**config.mk**
```make
export PLATFORM = sky130hd
export DESIGN_NAME = md5_message_digest
export DESIGN_NICKNAME = d
export VERILOG_FILES = /design/src/hdl/md5_pkg.sv /design/src/hdl/md5_front.sv /design/src/hdl/md5_core.sv /design/src/hdl/md5_message_digest.sv
export SDC_FILE = /design/constraint.sdc
export NUM_CORES = 2
export LEC_CHECK = 0
export BUFFER_PORTS_ARGS = -buffer_cell sky130_fd_sc_hd__buf_2
export CORE_UTILIZATION = 34
export CTS_CLUSTER_DIAMETER = 60
export DETAILED_ROUTE_END_ITERATION = 10
export HOLD_SLACK_MARGIN = 0.02
export SYNTH_ARGS = -nofsm -noshare
export SYNTH_HDL_FRONTEND = slang
export SYNTH_HIERARCHICAL = 1
export SYNTH_SLANG_ARGS = --single-unit
```
**constraint.sdc**
```tcl
create_clock -name clk -period 16.91 [get_ports clk]
set_clock_uncertainty 0.2 [all_clocks]
set_input_delay 3.382 -clock clk [delete_from_list [all_inputs] [get_ports clk]]
set_output_delay 3.382 -clock clk [all_outputs]
set_load 0.01 [all_outputs]
```
**src/hdl/md5_pkg.sv**
```systemverilog
package md5_pkg;
	localparam int FifoDepth = 4;
	localparam logic [31:0] InitA = 32'h67452301;
	localparam logic [31:0] InitB = 32'hefcdab89;
	localparam logic [31:0] InitC = 32'h98badcfe;
	localparam logic [31:0] InitD = 32'h10325476;

	typedef struct packed {
		logic [7:0] data;
		logic       has;
		logic       fin;
	} item_t;

	function automatic logic [31:0] kconst(input logic [5:0] r);
		logic [31:0] k [64];
		k = '{
			32'hd76aa478, 32'he8c7b756, 32'h242070db, 32'hc1bdceee, 32'hf57c0faf, 32'h4787c62a,
			32'ha8304613, 32'hfd469501, 32'h698098d8, 32'h8b44f7af, 32'hffff5bb1, 32'h895cd7be,
			32'h6b901122, 32'hfd987193, 32'ha679438e, 32'h49b40821, 32'hf61e2562, 32'hc040b340,
			32'h265e5a51, 32'he9b6c7aa, 32'hd62f105d, 32'h02441453, 32'hd8a1e681, 32'he7d3fbc8,
			32'h21e1cde6, 32'hc33707d6, 32'hf4d50d87, 32'h455a14ed, 32'ha9e3e905, 32'hfcefa3f8,
			32'h676f02d9, 32'h8d2a4c8a, 32'hfffa3942, 32'h8771f681, 32'h6d9d6122, 32'hfde5380c,
			32'ha4beea44, 32'h4bdecfa9, 32'hf6bb4b60, 32'hbebfbc70, 32'h289b7ec6, 32'heaa127fa,
			32'hd4ef3085, 32'h04881d05, 32'hd9d4d039, 32'he6db99e5, 32'h1fa27cf8, 32'hc4ac5665,
			32'hf4292244, 32'h432aff97, 32'hab9423a7, 32'hfc93a039, 32'h655b59c3, 32'h8f0ccc92,
			32'hffeff47d, 32'h85845dd1, 32'h6fa87e4f, 32'hfe2ce6e0, 32'ha3014314, 32'h4e0811a1,
			32'hf7537e82, 32'hbd3af235, 32'h2ad7d2bb, 32'heb86d391};
		return k[r];
	endfunction

	function automatic logic [4:0] rot(input logic [5:0] r);
		logic [4:0] s;
		case ({r[5:4], r[1:0]})
			4'h0: s = 5'd7;  4'h1: s = 5'd12; 4'h2: s = 5'd17; 4'h3: s = 5'd22;
			4'h4: s = 5'd5;  4'h5: s = 5'd9;  4'h6: s = 5'd14; 4'h7: s = 5'd20;
			4'h8: s = 5'd4;  4'h9: s = 5'd11; 4'ha: s = 5'd16; 4'hb: s = 5'd23;
			4'hc: s = 5'd6;  4'hd: s = 5'd10; 4'he: s = 5'd15; default: s = 5'd21;
		endcase
		return s;
	endfunction
endpackage

```
**src/hdl/md5_front.sv**
```systemverilog
// input queue: holds words until the core takes them
module md5_front #(
	parameter int Depth = md5_pkg::FifoDepth
) (
	input  logic          clk,
	input  logic          arst_n,
	input  logic          push,
	output logic          full,
	input  md5_pkg::item_t in_item,
	output logic          avail,
	input  logic          take,
	output md5_pkg::item_t out_item
);
	localparam int AW = (Depth > 1) ? $clog2(Depth) : 1;
	md5_pkg::item_t mem_q [Depth];
	logic [AW-1:0] wr_q, rd_q;
	logic [AW:0]   cnt_q;

	assign full     = (cnt_q == (AW+1)'(Depth));
	assign avail    = (cnt_q != '0);
	assign out_item = mem_q[rd_q];

	always_ff @(posedge clk) begin
		if (push && !full) mem_q[wr_q] <= in_item;
	end

	always_ff @(posedge clk or negedge arst_n) begin
		if (!arst_n) begin
			wr_q <= '0; rd_q <= '0; cnt_q <= '0;
		end else begin
			if (push && !full)
				wr_q <= (wr_q == AW'(Depth-1)) ? '0 : wr_q + 1'b1;
			if (take && avail)
				rd_q <= (rd_q == AW'(Depth-1)) ? '0 : rd_q + 1'b1;
			cnt_q <= cnt_q + (AW+1)'(push && !full) - (AW+1)'(take && avail);
		end
	end
endmodule

```
**src/hdl/md5_core.sv**
```systemverilog
// byte packing, padding, one round per cycle, digest output register
module md5_core (
	input  logic           clk,
	input  logic           arst_n,
	input  logic           avail,
	output logic           take,
	input  md5_pkg::item_t item,
	output logic           empty,
	input  logic           pop,
	output logic [31:0]    digest_word,
	output logic [1:0]     word_index,
	output logic           last_word
);
	typedef enum logic [2:0] {
		ST_IDLE, ST_PAD, ST_LEN, ST_RUN, ST_OUT
	} state_t;

	state_t        state_q, ret_q;
	logic [31:0]   buf_q [16];
	logic [31:0]   h_q [4];
	logic [31:0]   a_q, b_q, c_q, d_q;
	logic [63:0]   len_q;
	logic [5:0]    pos_q, rnd_q;
	logic [2:0]    lcnt_q;
	logic          fin_q;
	logic [1:0]    oidx_q;

	logic [31:0] f, t, tr;
	logic [3:0]  widx;
	logic [5:0]  r2;

	assign take        = (state_q == ST_IDLE) && avail;
	assign empty       = (state_q != ST_OUT);
	assign digest_word = h_q[oidx_q];
	assign word_index  = oidx_q;
	assign last_word   = (oidx_q == 2'd3);

	always_comb begin
		r2 = rnd_q;
		unique case (rnd_q[5:4])
			2'd0: begin f = (b_q & c_q) | (~b_q & d_q); widx = rnd_q[3:0]; end
			2'd1: begin f = (b_q & d_q) | (c_q & ~d_q); r2 = 6'(rnd_q * 5 + 1); widx = r2[3:0]; end
			2'd2: begin f = b_q ^ c_q ^ d_q; r2 = 6'(rnd_q * 3 + 5); widx = r2[3:0]; end
			default: begin f = c_q ^ (b_q | ~d_q); r2 = 6'(rnd_q * 7); widx = r2[3:0]; end
		endcase
		t  = a_q + f + buf_q[widx] + md5_pkg::kconst(rnd_q);
		tr = (t << md5_pkg::rot(rnd_q)) | (t >> (6'd32 - {1'b0, md5_pkg::rot(rnd_q)}));
	end

	// byte into a block word; the state machine starts compression when the block fills
	function automatic logic [31:0] put(input logic [31:0] w, input logic [1:0] sel,
		input logic [7:0] v);
		logic [31:0] r;
		r = w;
		r[sel*8 +: 8] = v;
		return r;
	endfunction

	always_ff @(posedge clk) begin
		if (state_q == ST_IDLE && avail && item.has)
			buf_q[pos_q[5:2]] <= put(buf_q[pos_q[5:2]], pos_q[1:0], item.data);
		else if (state_q == ST_PAD)
			buf_q[pos_q[5:2]] <= put(buf_q[pos_q[5:2]], pos_q[1:0], fin_q ? 8'h00 : 8'h80);
		else if (state_q == ST_LEN)
			buf_q[pos_q[5:2]] <= put(buf_q[pos_q[5:2]], pos_q[1:0], len_q[lcnt_q*8 +: 8]);
	end

	always_ff @(posedge clk or negedge arst_n) begin
		if (!arst_n) begin
			state_q <= ST_IDLE; ret_q <= ST_IDLE;
			h_q <= '{md5_pkg::InitA, md5_pkg::InitB, md5_pkg::InitC, md5_pkg::InitD};
			len_q <= '0; pos_q <= '0; rnd_q <= '0; lcnt_q <= '0; fin_q <= 1'b0;
			oidx_q <= '0; a_q <= '0; b_q <= '0; c_q <= '0; d_q <= '0;
		end else begin
			unique case (state_q)
				ST_IDLE: if (avail) begin
					// fin_q marks that 0x80 is already placed
					fin_q <= 1'b0;
					if (item.has) begin
						len_q <= len_q + 64'd8;
						pos_q <= pos_q + 1'b1;
					end
					if (item.has && pos_q == 6'd63) begin
						{a_q, b_q, c_q, d_q} <= {h_q[0], h_q[1], h_q[2], h_q[3]};
						rnd_q <= '0;
						state_q <= ST_RUN;
						ret_q <= item.fin ? ST_PAD : ST_IDLE;
					end else if (item.fin)
						state_q <= ST_PAD;
				end
				ST_PAD: begin
					fin_q <= 1'b1;
					pos_q <= pos_q + 1'b1;
					if (pos_q == 6'd55) begin
						lcnt_q <= '0;
						state_q <= ST_LEN;
					end else if (pos_q == 6'd63) begin
						{a_q, b_q, c_q, d_q} <= {h_q[0], h_q[1], h_q[2], h_q[3]};
						rnd_q <= '0;
						state_q <= ST_RUN;
						ret_q <= ST_PAD;
					end
				end
				ST_LEN: begin
					pos_q <= pos_q + 1'b1;
					lcnt_q <= lcnt_q + 1'b1;
					if (lcnt_q == 3'd7) begin
						{a_q, b_q, c_q, d_q} <= {h_q[0], h_q[1], h_q[2], h_q[3]};
						rnd_q <= '0;
						state_q <= ST_RUN;
						ret_q <= ST_OUT;
					end
				end
				ST_RUN: begin
					a_q <= d_q; d_q <= c_q; c_q <= b_q; b_q <= b_q + tr;
					rnd_q <= rnd_q + 1'b1;
					if (rnd_q == 6'd63) begin
						h_q[0] <= h_q[0] + d_q;
						h_q[1] <= h_q[1] + b_q + tr;
						h_q[2] <= h_q[2] + b_q;
						h_q[3] <= h_q[3] + c_q;
						state_q <= ret_q;
						oidx_q <= '0;
					end
				end
				ST_OUT: if (pop) begin
					oidx_q <= oidx_q + 1'b1;
					if (oidx_q == 2'd3) begin
						h_q <= '{md5_pkg::InitA, md5_pkg::InitB, md5_pkg::InitC, md5_pkg::InitD};
						len_q <= '0; pos_q <= '0; fin_q <= 1'b0;
						state_q <= ST_IDLE;
					end
				end
				default: state_q <= ST_IDLE;
			endcase
		end
	end
endmodule

```
**src/hdl/md5_message_digest.sv**
```systemverilog
// channel | handshake    | words
// in      | push / full  | data_byte, has_byte, msg_end
// out     | empty / pop  | digest_word, word_index, last_word
// The core takes one byte at a time; a full block then runs through the round unit.
// A message end adds padding, one pad byte at a time, and one or two compressions.
// The digest leaves as four words, one per pop; input queues in a 4-deep buffer meanwhile.
// Reset returns the chaining words and counters to their initial values.
module md5_message_digest #(
	parameter int FifoDepth = md5_pkg::FifoDepth
) (
	input  logic        clk,
	input  logic        arst_n,
	input  logic        push,
	output logic        full,
	input  logic [7:0]  data_byte,
	input  logic        has_byte,
	input  logic        msg_end,
	output logic        empty,
	input  logic        pop,
	output logic [31:0] digest_word,
	output logic [1:0]  word_index,
	output logic        last_word
);
	md5_pkg::item_t in_item, q_item;
	logic avail, take;

	assign in_item = '{data: data_byte, has: has_byte, fin: msg_end};

	md5_front #(.Depth(FifoDepth)) u_front (
		.clk, .arst_n, .push, .full, .in_item,
		.avail, .take, .out_item(q_item)
	);

	md5_core u_core (
		.clk, .arst_n, .avail, .take, .item(q_item),
		.empty, .pop, .digest_word, .word_index, .last_word
	);
endmodule

```
# Word-level counts from Yosys, hierarchy flattened
# Memories as Yosys holds them, arrays and structs flattened.
# Cells that the tools add are included.
dict set report op_classes {
  add_sub_neg 22
  multipliers 3
  n_lt_le_gt_ge 2
  eq_ne 27
  shift 7
  mux 96
  bitwise_logic 17
  n_reduce_logical 26
}
# operator count
set ops {}
lappend ops {{two-way mux 32 bit} 26}
lappend ops {{one-hot mux 32 bit (4 select lines)} 4}
lappend ops {{two-way mux 128 bit} 3}
lappend ops {{adder 32 bit} 9}
lappend ops {{two-way mux 64 bit} 4}
lappend ops {{one-hot mux 128 bit (2 select lines)} 1}
lappend ops {{bitwise AND 32 bit} 4}
lappend ops {{bitwise OR 32 bit} 4}
lappend ops {{one-hot mux 64 bit (2 select lines)} 1}
lappend ops {{indexed part select 8 x 34 -> 32 bit} 3}
lappend ops {{bitwise mux 32 bit} 3}
lappend ops {{one-hot mux 32 bit (3 select lines)} 1}
lappend ops {{XOR 32 bit} 3}
lappend ops {{adder 64 x 4 -> 64 bit (second input constant)} 1}
lappend ops {{binary-select mux 32 bit (select 2 bit)} 1}
lappend ops {{inverter 32 bit} 2}
lappend ops {{indexed part select 64 x 7 -> 8 bit} 1}
lappend ops {{two-way mux 6 bit} 9}
lappend ops {{two-way mux 3 bit} 15}
lappend ops {{negator 5 -> 34 bit} 1}
lappend ops {{variable shift 8 x 34 -> 32 bit (first input constant)} 1}
lappend ops {{left shift 32 x 5 -> 32 bit} 1}
lappend ops {{>> shifter 32 x 6 -> 32 bit} 1}
lappend ops {{one-hot mux 6 bit (4 select lines)} 1}
lappend ops {{49 further kinds} 100}
dict set report word_totals {
  register_bits 351
  ramBits 552
  romBits 2208
  input_bits 14
  output_inout_bits 37
  wordCells 224
  n_memories 5
}
# memory depth width rd rd_clocked_by_memory_dff wr line
set mem_list {}
lappend mem_list {{(no name shown)} 64 32 1 0 0 md5_pkg.sv:28} ;# return k[r];
lappend mem_list {u_core.buf_q 16 32 2 0 1 md5_core.sv:19} ;# logic [31:0] buf_q [16];
lappend mem_list {{(no name shown)} 16 5 1 0 0 md5_pkg.sv:33} ;# case ({r[5:4], r[1:0]})
lappend mem_list {{(no name shown)} 16 5 1 0 0 md5_pkg.sv:33}
lappend mem_list {u_front.mem_q 4 10 1 0 1 md5_front.sv:15} ;# md5_pkg::item_t mem_q [Depth];

# Longest topological paths before layout
dict set report logic_depth {
  word_depth 12
  ltp_mapped 49
}

# By module
# Netlist, hierarchy kept.
# module instances cells_per_inst area_each_um2 seq_area_each_um2
set modules_own_cells {}
lappend modules_own_cells {md5_core 1 5461 58991.6 23963.0}
lappend modules_own_cells {md5_front 1 96 1919.3 1376.3}

# Worst setup path after synthesis
# OpenSTA, ideal clock, no wires.
dict set report synth_timing {
  path_kind {register to register}
  start {register u_core.rnd_q[2]}
  end {register u_core/h_q[95] (netlist name)}
  arrival_ns 12.035
  slack_ns 4.596
  path_stages_with_launch 46
  path_buffers 5
  period_less_slack_ns 12.314
  cell_sequence {dfrtp_1 -> clkbuf_1 -> clkinv_1 -> clkbuf_1 -> buf_1 -> ha_1 -> fa_1 -> xor2_1 -> xnor2_1 -> o221a_2 -> clkbuf_1 -> buf_1 -> mux4_2 -> fa_1 -> fa_1 -> ha_1 -> fa_1 -> a211oi_2 -> [... 10 more ...] -> a221o_1 -> fa_1 -> ha_1 -> inv_1 -> fa_1 -> nor2b_1 -> o21a_1 -> o21ai_0 -> a21oi_1 -> o211a_1 -> a31o_2 -> a211oi_1 -> o31ai_1 -> a21oi_1 -> xnor2_1 -> nor3_1 -> or3_1 -> o211a_1}
}
dict set report synth_between {
  elab_chain_cells 11
  word_cells_on_any_way 22
  classes_between {add/sub: 5; mul: 3; eq/ne: 2; shift: 2; mux: 5; bitwise: 2; reduce/logical: 1; memory: 2}
}
# element line
set synth_rtl {}
lappend synth_rtl {{start: declaration} md5_core.sv:23} ;# logic [5:0] pos_q, rnd_q;
lappend synth_rtl {{start signal: assignment} md5_core.sv:116} ;# rnd_q <= rnd_q + 1'b1;
lappend synth_rtl {{multiplier 6 x 2 -> 4 bit or multiplier 6 x 3 -> 4 bit (tied branches)} {md5_core.sv:43, md5_core.sv:42}}
lappend synth_rtl {{adder 4 x 3 -> 4 bit or adder 4 x 1 -> 4 bit (tied branches)} {md5_core.sv:43, md5_core.sv:42}}
lappend synth_rtl {{one-hot mux 4 bit (3 select lines)} md5_core.sv:40} ;# unique case (rnd_q[5:4])
lappend synth_rtl {{memory read (16 x 32 bit)} -}
lappend synth_rtl {{adder 32 bit (2 in a row)} md5_core.sv:46} ;# t = a_q + f + buf_q[widx] + md5_pkg::kconst(rnd_q);
lappend synth_rtl {{>> shifter 32 x 6 -> 32 bit or left shift 32 x 5 -> 32 bit (tied branches)} md5_core.sv:47} ;# tr = (t << md5_pkg::rot(rnd_q)) | (t >> (6'd32 - {1'b0, md5_pkg::rot(rnd_q)}));
lappend synth_rtl {{bitwise OR 32 bit} md5_core.sv:47}
lappend synth_rtl {{adder 32 bit} md5_core.sv:119} ;# h_q[1] <= h_q[1] + b_q + tr;
lappend synth_rtl {{two-way mux 128 bit} md5_core.sv:117} ;# if (rnd_q == 6'd63) begin
lappend synth_rtl {{one-hot mux 128 bit (2 select lines)} md5_core.sv:75} ;# unique case (state_q)
lappend synth_rtl {{end signal: assignment} md5_core.sv:71} ;# h_q <= '{md5_pkg::InitA, md5_pkg::InitB, md5_pkg::InitC, md5_pkg::InitD};
lappend synth_rtl {{end signal: assignment} md5_core.sv:129} ;# h_q <= '{md5_pkg::InitA, md5_pkg::InitB, md5_pkg::InitC, md5_pkg::InitD};
lappend synth_rtl {{end: declaration} md5_core.sv:20} ;# logic [31:0] h_q [4];
# Parallel ways exist; a longest one is shown, timed or not. The select of a mux whose other input is x is not followed.
# A chain may end at the register's enable or synchronous reset.

# Worst setup path in the final report
dict set report layout_timing {
  start {register u_core.rnd_q[0]}
  end {register u_core/h_q[95] (netlist name)}
}
# Same word-level chain as after synthesis.

==> results.sh <==
export IMPL_ys_warn_count=6
export IMPL_crit_fanout=130
export IMPL_multi_input_area_sq_um=33200
export IMPL_r2r_end="u_core/h_q[95]"
export IMPL_hpwl_um=142000
export IMPL_die_area_sq_um=181000
export IMPL_path_class="reg -> reg"
export IMPL_wire_per_inst_um=26.2
export IMPL_setup_reg_to_reg_worst_slack_ns=3.34
export IMPL_area_growth_pct=10.3
export IMPL_synth_seq_cells=899
export IMPL_wl_met2_um=95000
export IMPL_ys_types=108
export IMPL_vias=47700
export IMPL_pre_cts_ws_ns=3.63
export IMPL_final_common_cell="edfxtp_1"
export IMPL_min_from="u_core/ret_q[0]"
export IMPL_clk_latency_ns=0.78
export IMPL_min_path_cells=2
export IMPL_wl_met3_um=17400
export IMPL_crit_path_end_kind="flip-flop"
export IMPL_drtIter0Drc=5898
export IMPL_gp_congestion=1.00
export IMPL_fin_crit_sh_pct=80.3
export IMPL_timing_critical_path_mode_cell="fa_1"
export IMPL_status="finished, final reports clean"
export IMPL_netlist_area_sq_um=60900
export IMPL_core_sq_um=177000
export IMPL_synth_area_top_cells="edfxtp_1 27%, mux4_2 14%, dfrtp_1 12%"
export IMPL_die_y_um=425
export IMPL_cts_sinks=899
export IMPL_finalHoldViolCount=0
export IMPL_grt_usage_pct=22.5
export IMPL_arrival_ns=14.03
export IMPL_ctsRootBufferMaster="clkbuf_16"
export IMPL_crit_slowest_cell="dfrtp_1"
export IMPL_rows=154
export IMPL_grt_pass1_wl_um=307000
export IMPL_setup_tns_final_ns=0
export IMPL_relSlewSlack_pct=11.6
export IMPL_top_level_ports=51
export IMPL_syn_avg_cell_area_sq_um=11.0
export IMPL_dr_pass1_iters=7
export IMPL_tightest_slew_ns=1.32
export IMPL_grt_pass1_vias=46500
export IMPL_wirelength_met1_um=83800
export IMPL_antenna_found_initial=3
export IMPL_cts_hold_buf=0
export IMPL_gr_total_overflow=0
export IMPL_postCtsSetupBuffers=0
export IMPL_grt_max_degree=155
export IMPL_vias_per_cell=6.06
export IMPL_layout_drive_gt1_share_pct=15.7
export IMPL_r2r_start="u_core/rnd_q[0]"
export IMPL_numPortBuffers=50
export IMPL_drc_errors=0
export IMPL_finalWorstSetupSlack_ns=3.34
export IMPL_ant_nets=0
export IMPL_antenna_cells=0
export IMPL_die_width_um=425
export IMPL_syn_instance_count=5557
export IMPL_hold_end="u_core/ret_q[0]"
export IMPL_nets=5804
export IMPL_cap_violations=0
export IMPL_synth_seq_area_share_pct=41.6
export IMPL_maxSlewViolCount=0
export IMPL_cp_required_ns=17.37
export IMPL_clkTransAtPathRegs_ns=0.06
export IMPL_ff_latch_area_sq_um=25400
export IMPL_clockBufferDepth=3
export IMPL_mostFrequentLayoutCells="552 x edfxtp_1, 448 x nor2_1, 386 x mux4_2"
export IMPL_top_layer_used="met5"
export IMPL_synthesis_nets=5912
export IMPL_min_period_ns=13.57
export IMPL_n_fill_cell=17000
export IMPL_synthArstFlopShare_pct=38.6
export IMPL_crit_path_start_kind="flip-flop"
export IMPL_synth_edf_count=552
export IMPL_synth_top_cell_by_area="edfxtp_1"
export IMPL_hp_class="reg -> reg"
export IMPL_initial_core_util_pct=34.4
export IMPL_reg2reg_depth=43
export IMPL_cts_inserted_buffers=102
export IMPL_cts_resized=0
export IMPL_finalSetupViolations=0
export IMPL_max_freq_mhz=73.7
export IMPL_htreeDepth=3
export IMPL_ys_flop_type="edfxtp_1"
export IMPL_totalWireLength_um=207000
export IMPL_cts_tree="built"
export IMPL_synth_top_area_share_pct=27.2
export IMPL_critPathMaxStageDelay_ns=0.80
export IMPL_rsz0062_at_grt="false"
[how the worst max path moves through the flow]
stage               startpoint             end  cells after the start
2_1_floorplan  u_core/rnd_q[2]  u_core/h_q[95]                     45
3_3_place_gp   u_core/rnd_q[0]  u_core/h_q[95]                     43
3_5_place_dp   u_core/rnd_q[0]  u_core/h_q[95]                     41
4_1_cts        u_core/rnd_q[0]  u_core/h_q[95]                     41
5_1_grt        u_core/rnd_q[0]  u_core/h_q[95]                     43
6_report       u_core/rnd_q[0]  u_core/h_q[95]                     43
[stage by stage]
step           instances  utilization [%]  hold slack (ns)  area (sq um)
2_1_floorplan       5557                -            0.248         60900
3_3_place_gp        7685             36.0            0.263         63700
3_5_place_dp        7685             36.0            0.282         63700
4_1_cts             7876             37.9            0.299         67200
5_1_grt             7876             37.9            0.339         67200
6_report            7876             37.9            0.296         67200
[routing by layer]
layer,GRT usage (%),up-vias
met5,0,-
met4,10.7,4
met3,4.25,463
met2,35.6,2197
met1,29.7,24200
li1,-,20900
[final cells by class]
type / instances / share of cell area [%]
multi-input cells: 3977 / 49.5
inverters: 326 / 1.82
well taps: 2340 / 4.36
clock buffers: 134 / 4.13
repair buffers: 143 / 1.50
clock inverters: 57 / 0.956
flip-flops and latches: 899 / 37.8
[Yosys cell counts, drive strengths merged (28+ instances only)]
cell type	instances
and3	46
a21o	95
clkbuf	247
nor2b	31
mux2i	71
a211oi	56
inv	323
o21bai	28
dfstp	64
nor2	463
o21a	38
buf	108
dfrtp	283
fa	105
a222oi	37
xor2	135
nand2	362
xnor2	115
or3	45
a21oi	376
ha	236
o21ai	386
edfxtp	552
nand2b	48
mux4	386
o31ai	32
a22oi	42
a31oi	60
o211ai	36
nor3	161
o22ai	116
nand3	149
[cells by family (layout without fill, tap and decap cells)]
| kind of cell | count (synthesis) | count (layout) | share of synthesized area [%] |
|---|---|---|---|
| AOI/OAI and AO/OA | 1487 | 1487 | 15.5 |
| and+or+nand+nor | 1415 | 1415 | 10.8 |
| DFF | 899 | 899 | 41.6 |
| buffers and inverters | 681 | 660 | 4.27 |
| muxes | 476 | 476 | 15.8 |
| adders and majority gates | 348 | 348 | 8.41 |
| xor gates and xnor gates | 251 | 251 | 3.67 |
[flip-flops by register name, summed over array words and instances (netlist names), 32 cells and up]
signal	flops
u_core/b_q	32
u_core/a_q	32
u_front/mem_q	40
u_core/d_q	32
u_core/len_q	61
u_core/h_q	128
u_core/buf_q	512
u_core/c_q	32
[worst max-delay path: cells and delay by family (launching register included)]
kind                       cells  cell delay (ns)
and+or+nand+nor                8             1.65
AOI/OAI and AO/OA             17             4.66
buffers and inverters          6             1.41
xor gates and xnor gates       1             0.17
DFF                            1             0.80
muxes                          3             1.30
adders and majority gates      8             3.09
Power is not shown: default switching activity piles up to over one toggle a cycle in this logic, so the estimate is an artifact.
